**config.mk**
```make
export PLATFORM = sky130hd
export DESIGN_NAME = barrier_gate_safety_controller_flat
export DESIGN_NICKNAME = d
export VERILOG_FILES = /design/src/rtl/bgsc_pkg.sv /design/src/rtl/bgsc_if.sv /design/src/rtl/bgsc_cfg_regs.sv /design/src/rtl/bgsc_step.sv /design/src/rtl/barrier_gate_safety_controller.sv /design/src/flat_wrapper.sv
export SDC_FILE = /design/constraint.sdc
export NUM_CORES = 1
export LEC_CHECK = 0
export ABC_AREA = 1
export ABC_CLOCK_PERIOD_IN_PS = 6800
export BUFFER_PORTS_ARGS = -buffer_cell sky130_fd_sc_hd__clkbuf_2
export CAP_MARGIN = 10
export CORE_AREA = 2 2 106 108
export CTS_CLUSTER_SIZE = 40
export DETAILED_ROUTE_END_ITERATION = 10
export DIE_AREA = 0 0 108 110
export PLACE_DENSITY = 0.77
export SYNTH_ARGS = -nofsm -noshare
export SYNTH_HDL_FRONTEND = slang
export SYNTH_SLANG_ARGS = --single-unit
```
**constraint.sdc**
```tcl
create_clock -name clk -period 6.8 [get_ports clk]
set_input_delay 1.36 -clock clk [delete_from_list [all_inputs] [get_ports clk]]
set_output_delay 1.36 -clock clk [all_outputs]
set_load 0.01 [all_outputs]
```
**src/rtl/bgsc_pkg.sv**
```systemverilog
// bgsc_pkg: shared types and constants for the barrier gate safety controller
// no dependencies

package bgsc_pkg;

	localparam int unsigned CFG_IDX_W  = 2;
	localparam int unsigned CFG_DATA_W = 20;
	localparam int unsigned STABLE_W   = 16;
	localparam int unsigned OPEN_W     = 20;
	localparam int unsigned ANGLE_W    = 8;

	localparam logic [STABLE_W-1:0] STABLE_MAX = 16'hFFFF;
	localparam logic [OPEN_W-1:0]   OPEN_MAX   = 20'hFFFFF;
	localparam logic [ANGLE_W-1:0]  ANGLE_MAX  = 8'd180;

	localparam logic [STABLE_W-1:0] DEBOUNCE_RST  = 16'd100;
	localparam logic [OPEN_W-1:0]   AUTOCLOSE_RST = 20'd5000;
	localparam logic [ANGLE_W-1:0]  OPEN_ANG_RST  = 8'd90;
	localparam logic [ANGLE_W-1:0]  CLOSE_ANG_RST = 8'd0;

	typedef enum logic [1:0] {
		REQ_TICK  = 2'd0,
		REQ_OPEN  = 2'd1,
		REQ_CLOSE = 2'd2
	} req_t;

	typedef enum logic [2:0] {
		EV_NONE    = 3'd0,
		EV_OPENED  = 3'd1,
		EV_CLOSED  = 3'd2,
		EV_BLOCKED = 3'd3,
		EV_CAR     = 3'd4
	} event_t;

	typedef enum logic [CFG_IDX_W-1:0] {
		CFG_DEBOUNCE  = 2'd0,
		CFG_AUTOCLOSE = 2'd1,
		CFG_OPEN_ANG  = 2'd2,
		CFG_CLOSE_ANG = 2'd3
	} cfg_idx_t;

	typedef struct packed {
		logic [STABLE_W-1:0] debounce_ms;
		logic [OPEN_W-1:0]   auto_close_ms;
		logic [ANGLE_W-1:0]  open_angle;
		logic [ANGLE_W-1:0]  closed_angle;
	} cfg_t;

	typedef struct packed {
		logic [2:0]         event_res;
		logic               gate_open;
		logic               car_present;
		logic [ANGLE_W-1:0] servo_angle;
	} res_t;

endpackage

```
**src/rtl/bgsc_if.sv**
```systemverilog
// bgsc_req_if, bgsc_res_if: valid/ready channels for request and result words
// depends on bgsc_pkg

interface bgsc_req_if;
	logic       valid;
	logic       ready;
	logic [1:0] req_type;
	logic       car_sample;

	modport source (output valid, output req_type, output car_sample, input ready);
	modport sink (input valid, input req_type, input car_sample, output ready);
endinterface

interface bgsc_res_if;
	logic                          valid;
	logic                          ready;
	logic [2:0]                    event_res;
	logic                          gate_open;
	logic                          car_present;
	logic [bgsc_pkg::ANGLE_W-1:0]  servo_angle;

	modport source (output valid, output event_res, output gate_open, output car_present,
		output servo_angle, input ready);
	modport sink (input valid, input event_res, input gate_open, input car_present,
		input servo_angle, output ready);
endinterface

```
**src/rtl/bgsc_cfg_regs.sv**
```systemverilog
// bgsc_cfg_regs: write-only configuration registers
// depends on bgsc_pkg

module bgsc_cfg_regs (
	input  logic                                clk,
	input  logic                                arst_n,
	input  logic                                we,
	input  logic [bgsc_pkg::CFG_IDX_W-1:0]      idx,
	input  logic [bgsc_pkg::CFG_DATA_W-1:0]     wdata,
	output bgsc_pkg::cfg_t                      cfg
);

	bgsc_pkg::cfg_t cfg_q;

	always_ff @(posedge clk or negedge arst_n) begin
		if (!arst_n) begin
			cfg_q.debounce_ms   <= bgsc_pkg::DEBOUNCE_RST;
			cfg_q.auto_close_ms <= bgsc_pkg::AUTOCLOSE_RST;
			cfg_q.open_angle    <= bgsc_pkg::OPEN_ANG_RST;
			cfg_q.closed_angle  <= bgsc_pkg::CLOSE_ANG_RST;
		end else if (we) begin
			unique case (bgsc_pkg::cfg_idx_t'(idx))
				bgsc_pkg::CFG_DEBOUNCE: begin
					cfg_q.debounce_ms <= wdata[bgsc_pkg::STABLE_W-1:0];
				end
				bgsc_pkg::CFG_AUTOCLOSE: begin
					cfg_q.auto_close_ms <= wdata[bgsc_pkg::OPEN_W-1:0];
				end
				bgsc_pkg::CFG_OPEN_ANG: begin
					cfg_q.open_angle <= wdata[bgsc_pkg::ANGLE_W-1:0];
				end
				bgsc_pkg::CFG_CLOSE_ANG: begin
					cfg_q.closed_angle <= wdata[bgsc_pkg::ANGLE_W-1:0];
				end
				default: begin
				end
			endcase
		end
	end

	assign cfg = cfg_q;

endmodule

```
**src/rtl/bgsc_step.sv**
```systemverilog
// bgsc_step: debounce and gate state registers with their single-pass update
// depends on bgsc_pkg

module bgsc_step (
	input  logic                  clk,
	input  logic                  arst_n,
	input  logic                  en,
	input  logic [1:0]            req_type,
	input  logic                  car_sample,
	input  bgsc_pkg::cfg_t        cfg,
	output bgsc_pkg::res_t        res
);

	logic                          last_sample_q;
	logic                          car_stable_q;
	logic [bgsc_pkg::STABLE_W-1:0] stable_time_q;
	logic                          gate_is_open_q;
	logic [bgsc_pkg::OPEN_W-1:0]   open_time_q;

	logic                          last_sample_d;
	logic                          car_stable_d;
	logic [bgsc_pkg::STABLE_W-1:0] stable_time_d;
	logic                          gate_is_open_d;
	logic [bgsc_pkg::OPEN_W-1:0]   open_time_d;
	bgsc_pkg::event_t              ev;
	logic [bgsc_pkg::ANGLE_W-1:0]  angle_raw;

	always_comb begin
		last_sample_d  = last_sample_q;
		car_stable_d   = car_stable_q;
		stable_time_d  = stable_time_q;
		gate_is_open_d = gate_is_open_q;
		open_time_d    = open_time_q;
		ev             = bgsc_pkg::EV_NONE;

		case (req_type)
			bgsc_pkg::REQ_TICK: begin
				if (gate_is_open_q && open_time_q != bgsc_pkg::OPEN_MAX)
					open_time_d = open_time_q + 1'b1;
				if (car_sample != last_sample_q) begin
					last_sample_d = car_sample;
					stable_time_d = '0;
				end else begin
					if (stable_time_q != bgsc_pkg::STABLE_MAX)
						stable_time_d = stable_time_q + 1'b1;
					if (car_sample != car_stable_q && stable_time_d >= cfg.debounce_ms) begin
						car_stable_d = car_sample;
						ev           = bgsc_pkg::EV_CAR;
						if (gate_is_open_q && !car_sample)
							open_time_d = '0;
					end
				end
				if (gate_is_open_q) begin
					if (car_stable_d) begin
						open_time_d = '0;
					end else if (open_time_d >= cfg.auto_close_ms) begin
						gate_is_open_d = 1'b0;
						ev             = bgsc_pkg::EV_CLOSED;
					end
				end
			end
			bgsc_pkg::REQ_OPEN: begin
				gate_is_open_d = 1'b1;
				open_time_d    = '0;
				ev             = bgsc_pkg::EV_OPENED;
			end
			bgsc_pkg::REQ_CLOSE: begin
				if (car_stable_q) begin
					ev = bgsc_pkg::EV_BLOCKED;
				end else begin
					gate_is_open_d = 1'b0;
					ev             = bgsc_pkg::EV_CLOSED;
				end
			end
			default: begin
			end
		endcase

		angle_raw = gate_is_open_d ? cfg.open_angle : cfg.closed_angle;

		res.event_res   = ev;
		res.gate_open   = gate_is_open_d;
		res.car_present = car_stable_d;
		res.servo_angle = (angle_raw > bgsc_pkg::ANGLE_MAX) ? bgsc_pkg::ANGLE_MAX : angle_raw;
	end

	always_ff @(posedge clk or negedge arst_n) begin
		if (!arst_n) begin
			last_sample_q  <= 1'b0;
			car_stable_q   <= 1'b0;
			stable_time_q  <= '0;
			gate_is_open_q <= 1'b0;
			open_time_q    <= '0;
		end else if (en) begin
			last_sample_q  <= last_sample_d;
			car_stable_q   <= car_stable_d;
			stable_time_q  <= stable_time_d;
			gate_is_open_q <= gate_is_open_d;
			open_time_q    <= open_time_d;
		end
	end

endmodule

```
**src/rtl/barrier_gate_safety_controller.sv**
```systemverilog
// barrier_gate_safety_controller: top level, input register, state update, result register
// depends on bgsc_pkg, bgsc_if, bgsc_cfg_regs, bgsc_step

// Takes one request word per clock (a one-millisecond tick with its raw car
// sample, an open command or a close command) and returns exactly one result
// word for each from the result register. A word is registered on entry,
// the debounce and gate state are updated by one pass of logic between that
// register and the result register, so a new word can enter every cycle and
// throughput is one word per clock while the result side keeps up; a stalled
// result holds the pipeline. Configuration (debounce_ms, auto_close_ms,
// open_angle, closed_angle at indexes 0 to 3) is written through cfg_we,
// cfg_index and cfg_data while no word is in flight.
module barrier_gate_safety_controller (
	input  logic                            clk,
	input  logic                            arst_n,
	bgsc_req_if.sink                        req_ch,
	bgsc_res_if.source                      res_ch,
	input  logic                            cfg_we,
	input  logic [bgsc_pkg::CFG_IDX_W-1:0]  cfg_index,
	input  logic [bgsc_pkg::CFG_DATA_W-1:0] cfg_data
);

	logic           valid_s1;
	logic [1:0]     req_type_s1;
	logic           car_sample_s1;
	logic           out_valid_q;
	bgsc_pkg::res_t out_q;
	bgsc_pkg::res_t res_d;
	bgsc_pkg::cfg_t cfg;
	logic           advance;

	assign advance      = valid_s1 && (!out_valid_q || res_ch.ready);
	assign req_ch.ready = !valid_s1 || advance;

	always_ff @(posedge clk or negedge arst_n) begin
		if (!arst_n) begin
			valid_s1 <= 1'b0;
		end else if (req_ch.ready) begin
			valid_s1 <= req_ch.valid;
		end
	end

	always_ff @(posedge clk) begin
		if (req_ch.ready && req_ch.valid) begin
			req_type_s1   <= req_ch.req_type;
			car_sample_s1 <= req_ch.car_sample;
		end
	end

	bgsc_cfg_regs u_cfg (
		.clk    (clk),
		.arst_n (arst_n),
		.we     (cfg_we),
		.idx    (cfg_index),
		.wdata  (cfg_data),
		.cfg    (cfg)
	);

	bgsc_step u_step (
		.clk        (clk),
		.arst_n     (arst_n),
		.en         (advance),
		.req_type   (req_type_s1),
		.car_sample (car_sample_s1),
		.cfg        (cfg),
		.res        (res_d)
	);

	// result register
	always_ff @(posedge clk or negedge arst_n) begin
		if (!arst_n) begin
			out_valid_q <= 1'b0;
		end else if (advance) begin
			out_valid_q <= 1'b1;
		end else if (res_ch.ready) begin
			out_valid_q <= 1'b0;
		end
	end

	always_ff @(posedge clk) begin
		if (advance) begin
			out_q <= res_d;
		end
	end

	assign res_ch.valid       = out_valid_q;
	assign res_ch.event_res   = out_q.event_res;
	assign res_ch.gate_open   = out_q.gate_open;
	assign res_ch.car_present = out_q.car_present;
	assign res_ch.servo_angle = out_q.servo_angle;

endmodule

```
**src/flat_wrapper.sv**
```systemverilog
// flat-port wrapper written by rule: the top's interface ports become plain ports
module barrier_gate_safety_controller_flat 
  (clk, arst_n, cfg_we, cfg_index, cfg_data, req_ch_valid, req_ch_req_type, req_ch_car_sample, req_ch_ready, res_ch_valid, res_ch_event_res, res_ch_gate_open, res_ch_car_present, res_ch_servo_angle, res_ch_ready);
  bgsc_req_if req_ch_i ();
  bgsc_res_if res_ch_i ();
  input  logic clk;
  input  logic arst_n;
  input  logic cfg_we;
  input  logic [bgsc_pkg::CFG_IDX_W-1:0] cfg_index;
  input  logic [bgsc_pkg::CFG_DATA_W-1:0] cfg_data;
  input wire logic [$bits(req_ch_i.valid)-1:0] req_ch_valid;
  input wire logic [$bits(req_ch_i.req_type)-1:0] req_ch_req_type;
  input wire logic [$bits(req_ch_i.car_sample)-1:0] req_ch_car_sample;
  output wire logic [$bits(req_ch_i.ready)-1:0] req_ch_ready;
  output wire logic [$bits(res_ch_i.valid)-1:0] res_ch_valid;
  output wire logic [$bits(res_ch_i.event_res)-1:0] res_ch_event_res;
  output wire logic [$bits(res_ch_i.gate_open)-1:0] res_ch_gate_open;
  output wire logic [$bits(res_ch_i.car_present)-1:0] res_ch_car_present;
  output wire logic [$bits(res_ch_i.servo_angle)-1:0] res_ch_servo_angle;
  input wire logic [$bits(res_ch_i.ready)-1:0] res_ch_ready;
  assign req_ch_i.valid = req_ch_valid;
  assign req_ch_i.req_type = req_ch_req_type;
  assign req_ch_i.car_sample = req_ch_car_sample;
  assign req_ch_ready = req_ch_i.ready;
  assign res_ch_valid = res_ch_i.valid;
  assign res_ch_event_res = res_ch_i.event_res;
  assign res_ch_gate_open = res_ch_i.gate_open;
  assign res_ch_car_present = res_ch_i.car_present;
  assign res_ch_servo_angle = res_ch_i.servo_angle;
  assign res_ch_i.ready = res_ch_ready;
  barrier_gate_safety_controller u_core (.clk(clk), .arst_n(arst_n), .req_ch(req_ch_i), .res_ch(res_ch_i), .cfg_we(cfg_we), .cfg_index(cfg_index), .cfg_data(cfg_data));
endmodule
```
After elaboration in Yosys (flattened, before gate mapping)
Cells that the tools add are included.

Multiplexer cells: 31. Order comparisons: 3. Eq/ne operators: 9. Reduce and logical (&&, ||, !) cells: 21. Add/sub/neg operators: 2.

Operators with widths (count): 20-bit 2-to-1 mux (7); 16-bit 2-to-1 mux (4); 20-bit one-hot mux with 2 select lines (1); 20-bit by 1-bit adder with 20-bit output, second input constant (1); 20-bit >= comparator (1); 20-bit inequality test, second input constant (1); 16-bit by 1-bit adder with 16-bit output, second input constant (1); 16-bit >= comparator (1); 16-bit inequality test, second input constant (1); 3-bit 2-to-1 mux (5); 2-bit AND reduction (6); 1-bit 2-to-1 mux (11); 3-bit one-hot mux with 3 select lines (1); 8-bit greater-than comparator, second input constant (1); 8-bit 2-to-1 mux (1); 2-bit equality test, second input constant (3); 1-bit logical AND (5); 2-bit by 1-bit equality test with 1-bit output, second input constant (2); 2-bit logical NOT (2); 2-bit nonzero test (2); 1-bit logical NOT (3); 1-bit one-hot mux with 3 select lines (1); 3-bit AND reduction (1); 1-bit logical OR (2); 1-bit inequality test (2).

Input bits: 30. Register bits: 109.

Longest topological paths before layout
Word-level depth: 16. Gate-level depth with buffers: 46.

By module
A second synthesis with hierarchy kept.

Cell total of the unflattened synthesis: 867. Area total of the unflattened synthesis: 6739.0 µm².

Modules (own cells, without submodules): bgsc_step (area each 3988.8 µm², cells each 607, instances 1, seq. area each 975.9 µm²); bgsc_cfg_regs (area each 2174.6 µm², cells each 232, instances 1, seq. area each 1316.3 µm²); barrier_gate_safety_controller (area each 575.6 µm², cells each 28, instances 1, seq. area each 530.5 µm²).

Worst setup path after synthesis
OpenSTA, ideal clock, no wires.

Path kind: register to register. From: register u_core.u_step.stable_time_q[1] (netlist bit). To: register u_core.out_q, in the netlist u_core.res_ch.servo_angle[2], data pin. Data arrival time: 4877 ps. Cell stages (with the launch flop): 46. Path slack: 1668 ps. Clock period less this slack: 5132 ps. Path through: dfrtp_1 -> ha_1 -> inv_1 -> nor4_1 -> nand4_1 -> nor2_1 -> inv_1 -> nor2_1 -> nor2_1 -> nand2_1 -> nor2_1 -> xor2_1 -> inv_1 -> ha_1 -> nand2_1 -> inv_2 -> nand2_2 -> nor2_1 -> (+10 left out) -> ha_1 -> nand2_1 -> nor2_1 -> and2_1 -> nand4_1 -> nand4_1 -> nand3_2 -> nand2_2 -> nand2_4 -> nand2_4 -> buf_8 -> nand2_2 -> nand2_2 -> nand2_2 -> nor2_4 -> nand2_2 -> nand2_1 -> nand2_1.

Cells in the longest elaborated chain, start to end: 16. Elaborated cells on any way between the ends: 20. Classes of those cells: add/sub (1); order compare (3); eq/ne (1); mux (14); reduce/logical (1).

RTL lines: from (decl) (line bgsc_step.sv:16) `logic [bgsc_pkg::STABLE_W-1:0] stable_time_q;`; from (signal assigned) (line bgsc_step.sv:97) `stable_time_q <= stable_time_d;`; 16-bit by 1-bit adder with 16-bit output or 16-bit inequality test (tied branches) (line bgsc_step.sv:45, bgsc_step.sv:44); 16-bit 2-to-1 mux (*) (line bgsc_step.sv:44) `if (stable_time_q != bgsc_pkg::STABLE_MAX)`; 16-bit 2-to-1 mux (*) (line bgsc_step.sv:40) `if (car_sample != last_sample_q) begin`; 16-bit 2-to-1 mux (*) (line bgsc_step.sv:36) `case (req_type)`; 16-bit >= comparator (*) (line bgsc_step.sv:46) `if (car_sample != car_stable_q && stable_time_d >= cfg.debounce_ms) begin`; 1-bit logical AND (*) (line bgsc_step.sv:46); 20-bit 2-to-1 mux (line bgsc_step.sv:46); 20-bit 2-to-1 mux (line bgsc_step.sv:40); 20-bit 2-to-1 mux (line bgsc_step.sv:36); 20-bit >= comparator (line bgsc_step.sv:56) `end else if (open_time_d >= cfg.auto_close_ms) begin`; 1-bit 2-to-1 mux (line bgsc_step.sv:56); 1-bit 2-to-1 mux (*) (line bgsc_step.sv:54) `if (car_stable_d) begin`; 1-bit 2-to-1 mux (*) (line bgsc_step.sv:53) `if (gate_is_open_q) begin`; 1-bit one-hot mux with 3 select lines (*) (line bgsc_step.sv:36); 8-bit 2-to-1 mux (*) (line bgsc_step.sv:79) `angle_raw = gate_is_open_d ? cfg.open_angle : cfg.closed_angle;`; 8-bit greater-than comparator (line bgsc_step.sv:84) `res.servo_angle = (angle_raw > bgsc_pkg::ANGLE_MAX) ? bgsc_pkg::ANGLE_MAX : angle_raw;`; to (signal assigned) (line barrier_gate_safety_controller.sv:82) `out_q <= res_d;`; to (decl) (line barrier_gate_safety_controller.sv:27) `bgsc_pkg::res_t out_q;`.

Every way passes the cells marked *; elsewhere a longest branch is shown, timed or not. The select of a mux whose other input is x is not followed. A chain may end at the register's enable or synchronous reset.

Worst setup path in the final report
From: register u_core.u_step.stable_time_q[1] (netlist bit). To: register u_core.out_q, in the netlist u_core.res_ch.servo_angle[5], data pin.

The elaborated chain is that of the path after synthesis.

==> impl_metrics.sql <==
INSERT INTO impl_metrics (metric_group, metric, value, unit) VALUES
('sta', 'finalClockSkew', '0.0157', 'ns'),
('finish', 'most-common-layout-cells', 'nand2_1, inv_1, o21ai_0', ''),
('global_route', 'groute.usage.overall', '0.257', ''),
('min_path', 'holdCritPathClass', 'flip-flop to flip-flop', ''),
('clock_tree', 'clkLatencyLatePin', '0.41', 'ns'),
('global_route', 'grt_antenna_before_repair', '0', ''),
('setup_path', 'crit_path_max_fanout', '18', ''),
('detailed_routing', 'drt_pre_antenna_iters', '5', ''),
('logic_synthesis', 'async_flop_share', '0.853', ''),
('setup_path', 'setup.worst_path.start_class', 'flip-flop', ''),
('clock_tree', 'cts_htree_levels', '3', ''),
('detailed_routing', 'via_count', '5322', ''),
('logic_synthesis', 'yosys.area.top_type_share', '0.318', ''),
('global_route', 'globalRoute.totalOverflow', '0', ''),
('sta', 'timing.slew.headroom', '0.201', ''),
('sta', 'fin_crit', '6.00', 'ns'),
('setup_path', 'worst_path_largest_cell_delay', '0.38', 'ns'),
('logic_synthesis', 'synthDistinctLibCells', '37', ''),
('clock_tree', 'clk_pin_slew_worst_paths', '0.10', 'ns'),
('sta', 'setup_viol_count_final', '0', ''),
('clock_tree', 'cts.root.buffer_cell', 'clkbuf_8', ''),
('pwr', 'power.leakage', '3.60', 'nW'),
('global_route', 'largest_net_degree_at_the_start_of_global_routing', '70', ''),
('sta', 'fin_crit_sh', '0.882', ''),
('pwr', 'pwr_per_cell_area', '275', 'nW/um2'),
('placement', 'globalplace.congestion', '0.982', ''),
('setup_path', 'arrival', '6.15', 'ns'),
('setup_path', 'worstPathRequired', '6.96', 'ns'),
('clock_tree', 'cts_made_buffers', '9', ''),
('floorplanning', 'fp.dieH', '110', 'um'),
('finish', 'number_of_inserted_diodes', '0', ''),
('clock_tree', 'cts_tree', 'done', ''),
('detailed_routing', 'wl', '14200', 'um'),
('sta', 'maxClockFrequency', '167', 'MHz'),
('detailed_routing', 'route.detailed.wl_per_inst', '14.1', 'um'),
('pwr', 'fin_total_pwr', '1.90', 'mW'),
('detailed_routing', 'vias_per_cell', '5.28', ''),
('placement', 'port-buffer-count', '44', ''),
('finish', 'layout_commonest_cell', 'nand2_1', ''),
('logic_synthesis', 'synth-seq-cells', '109', ''),
('detailed_routing', 'first_iter_violations', '367', ''),
('detailed_routing', 'drt.antenna.violating_nets', '0', ''),
('floorplanning', 'fp.dieArea', '11900', 'um2'),
('setup_path', 'path_class', 'flip-flop to flip-flop', ''),
('global_route', 'grt_pass1_vias', '5161', ''),
('status', 'outcome', 'finished clean', ''),
('pwr', 'vdd.ir_drop.worst', '0.000192', 'V'),
('floorplanning', 'core_area', '10700', 'um2'),
('logic_synthesis', 'synth_flop_cell', 'dfrtp_1', ''),
('placement', 'dpl.hpwl', '10800', 'um'),
('logic_synthesis', 'synth_warnings', '0', ''),
('setup_path', 'crit_path_end_kind', 'flip-flop', ''),
('floorplanning', 'die_x', '108', 'um'),
('floorplanning', 'num_rows', '38', ''),
('logic_synthesis', 'synth_edf_count', '16', ''),
('logic_synthesis', 'post_synthesis_instance_area', '6360', 'um2'),
('sta', 'slew_violations', '0', ''),
('clock_tree', 'cts_sinks', '109', ''),
('logic_synthesis', 'synthTopCellsByArea', 'dfrtp_1, nand2_1, inv_1', ''),
('flow_run', 'timing.max_cap.violations', '0', ''),
('floorplanning', 'initial_core_util', '0.595', ''),
('finish', 'layout.nets', '931', ''),
('detailed_routing', 'drc_errors', '0', ''),
('finish', 'area_growth', '8.37', '%'),
('floorplanning', 'ios', '45', ''),
('logic_synthesis', 'mappedNetlistNets', '888', ''),
('sta', 'rsz0062_at_grt', 'false', ''),
('logic_synthesis', 'synthCells', '820', ''),
('finish', 'layout_cell_share_with_drive_strength_beyond_1', '0.123', ''),
('logic_synthesis', 'fraction_of_the_yosys_area_taken_by_sequential_cells', '0.443', ''),
('logic_synthesis', 'synth_largest_area_cell', 'dfrtp_1', ''),
('sta', 'final.setup.tns', '0', 'ns'),
('clock_tree', 'clockBufferDepth', '2', ''),
('sta', 'final-hold-violation-count', '0', ''),
('logic_synthesis', 'post_synth.cell_area_avg', '7.76', 'um2'),
('setup_path', 'critical-path-top-cell-by-count', 'nand2_1', ''),
('setup_path', 'timing.critical_path.slowest_stage_cell', 'dfrtp_1', ''),
('sta', 'worst-slew-pin-transition', '1.19', 'ns'),
('global_route', 'grt_first_pass_wirelength', '23700', 'um');
==> final timing paths <==
path                            slack (ns)                            from                             to  depth (start not counted)
worst max register to register        0.80  u_core.u_step.stable_time_q[1]   u_core.res_ch.servo_angle[5]                         44
min in group asynchronous             0.85                          arst_n  u_core.u_step.open_time_q[13]                          1
worst max-delay path                  0.80  u_core.u_step.stable_time_q[1]   u_core.res_ch.servo_angle[5]                         44
worst min-delay path                  0.50            u_core.u_cfg.cfg[22]           u_core.u_cfg.cfg[22]                          2
max in group asynchronous             4.80                          arst_n            u_core.u_cfg.cfg[0]                          2
worst min register to register        0.50            u_core.u_cfg.cfg[22]           u_core.u_cfg.cfg[22]                          2
==> critical path, delay by kind of cell (launching register included) <==
family,cells,cell delay [ns]
and+or+nand+nor,28,3.10
AOI/OAI and AO/OA,5,0.86
adders and majority gates,3,0.74
buffers and inverters,7,0.50
DFF,1,0.38
xor gates and xnor gates,1,0.18
==> cell families (layout without fill, tap and decap cells) <==
family	Yosys count	after routing	synth area share
compound gates	148	148	0.125
fa+ha+maj	38	38	0.0747
buf+inv	185	233	0.111
simple gates	320	320	0.218
xor+xnor	19	19	0.0261
flops	109	109	0.443
mux	1	1	0.00177
==> what timing repair did <==
action | in CTS | in global routing
gates resized for setup | 0 | 1
buffers inserted | 0 | 0
hold buffers | 0 | 0
endpoints found under the setup margin | 0 | 7
==> cells in the mapped netlist (4+ instances only) <==
cell and n:
o21ai_0 84, dfstp_2 12, dfrtp_1 81, xor2_1 18, ha_1 38, o22ai_1 19
clkbuf_1 13, nand2_2 15, nand3b_1 4, nor2_1 51, nand3_1 20, inv_1 163
inv_2 7, o21ai_1 4, a21oi_1 29, nor3_1 15, nand2_1 190, nand4_1 10
edfxtp_1 16, nor4_1 7
==> per-stage QoR <==
| step | utilization | setup slack [ns] | hold slack, ns | cell area, um2 | std cells |
|---|---|---|---|---|---|
| after floorplan | - | 1.67 | 0.453 | 6360 | 820 |
| after global placement | 0.628 | 0.938 | 0.469 | 6720 | 992 |
| after detailed placement | 0.628 | 0.704 | 0.474 | 6720 | 992 |
| after CTS | 0.645 | 0.681 | 0.500 | 6900 | 1008 |
| after global routing | 0.645 | 0.00521 | 0.519 | 6900 | 1008 |
| final | 0.645 | 0.805 | 0.495 | 6900 | 1008 |
==> flip-flops by register name, indices dropped and copies added (netlist names) <==
register	count
u_core.u_cfg.cfg	52
u_core.u_step.open_time_q	20
u_core.u_step.stable_time_q	16
u_core.res_ch.servo_angle	8
u_core.res_ch.event_res	3
u_core.req_type_s1	2
u_core.car_sample_s1	1
u_core.res_ch.car_present	1
u_core.res_ch.gate_open	1
u_core.res_ch.valid	1
u_core.u_step.car_stable_q	1
u_core.u_step.gate_is_open_q	1
u_core.u_step.last_sample_q	1
u_core.valid_s1	1
==> routing by layer <==
layer | global-route usage | wire [um] | vias to the layer above
met1 | 0.339 | 6560 | 2478
met4 | 0.0971 | 287 | 0
met5 | 0 | 0 | -
met3 | 0.0488 | 619 | 27
met2 | 0.424 | 6730 | 120
li1 | - | - | 2697
==> area by class of cell <==
type,count,area [um2]
Sequential cell,109,2820
Timing Repair Buffer,47,245
Tap cell,140,175
Multi-Input combinational cell,526,2840
Clock inverter,4,32.5
Clock buffer,12,145
Inverter,170,638
Fill cell,910,3800
==> power breakdown <==
group | internal (mW) | total [mW] | switching [mW] | leakage (nW)
Combinational | 0.226 | 0.641 | 0.415 | 2.19
Clock | 0.146 | 0.380 | 0.235 | 0.0832
Sequential | 0.797 | 0.877 | 0.0801 | 1.33
Note: power is estimated with default switching activity, not from simulation.
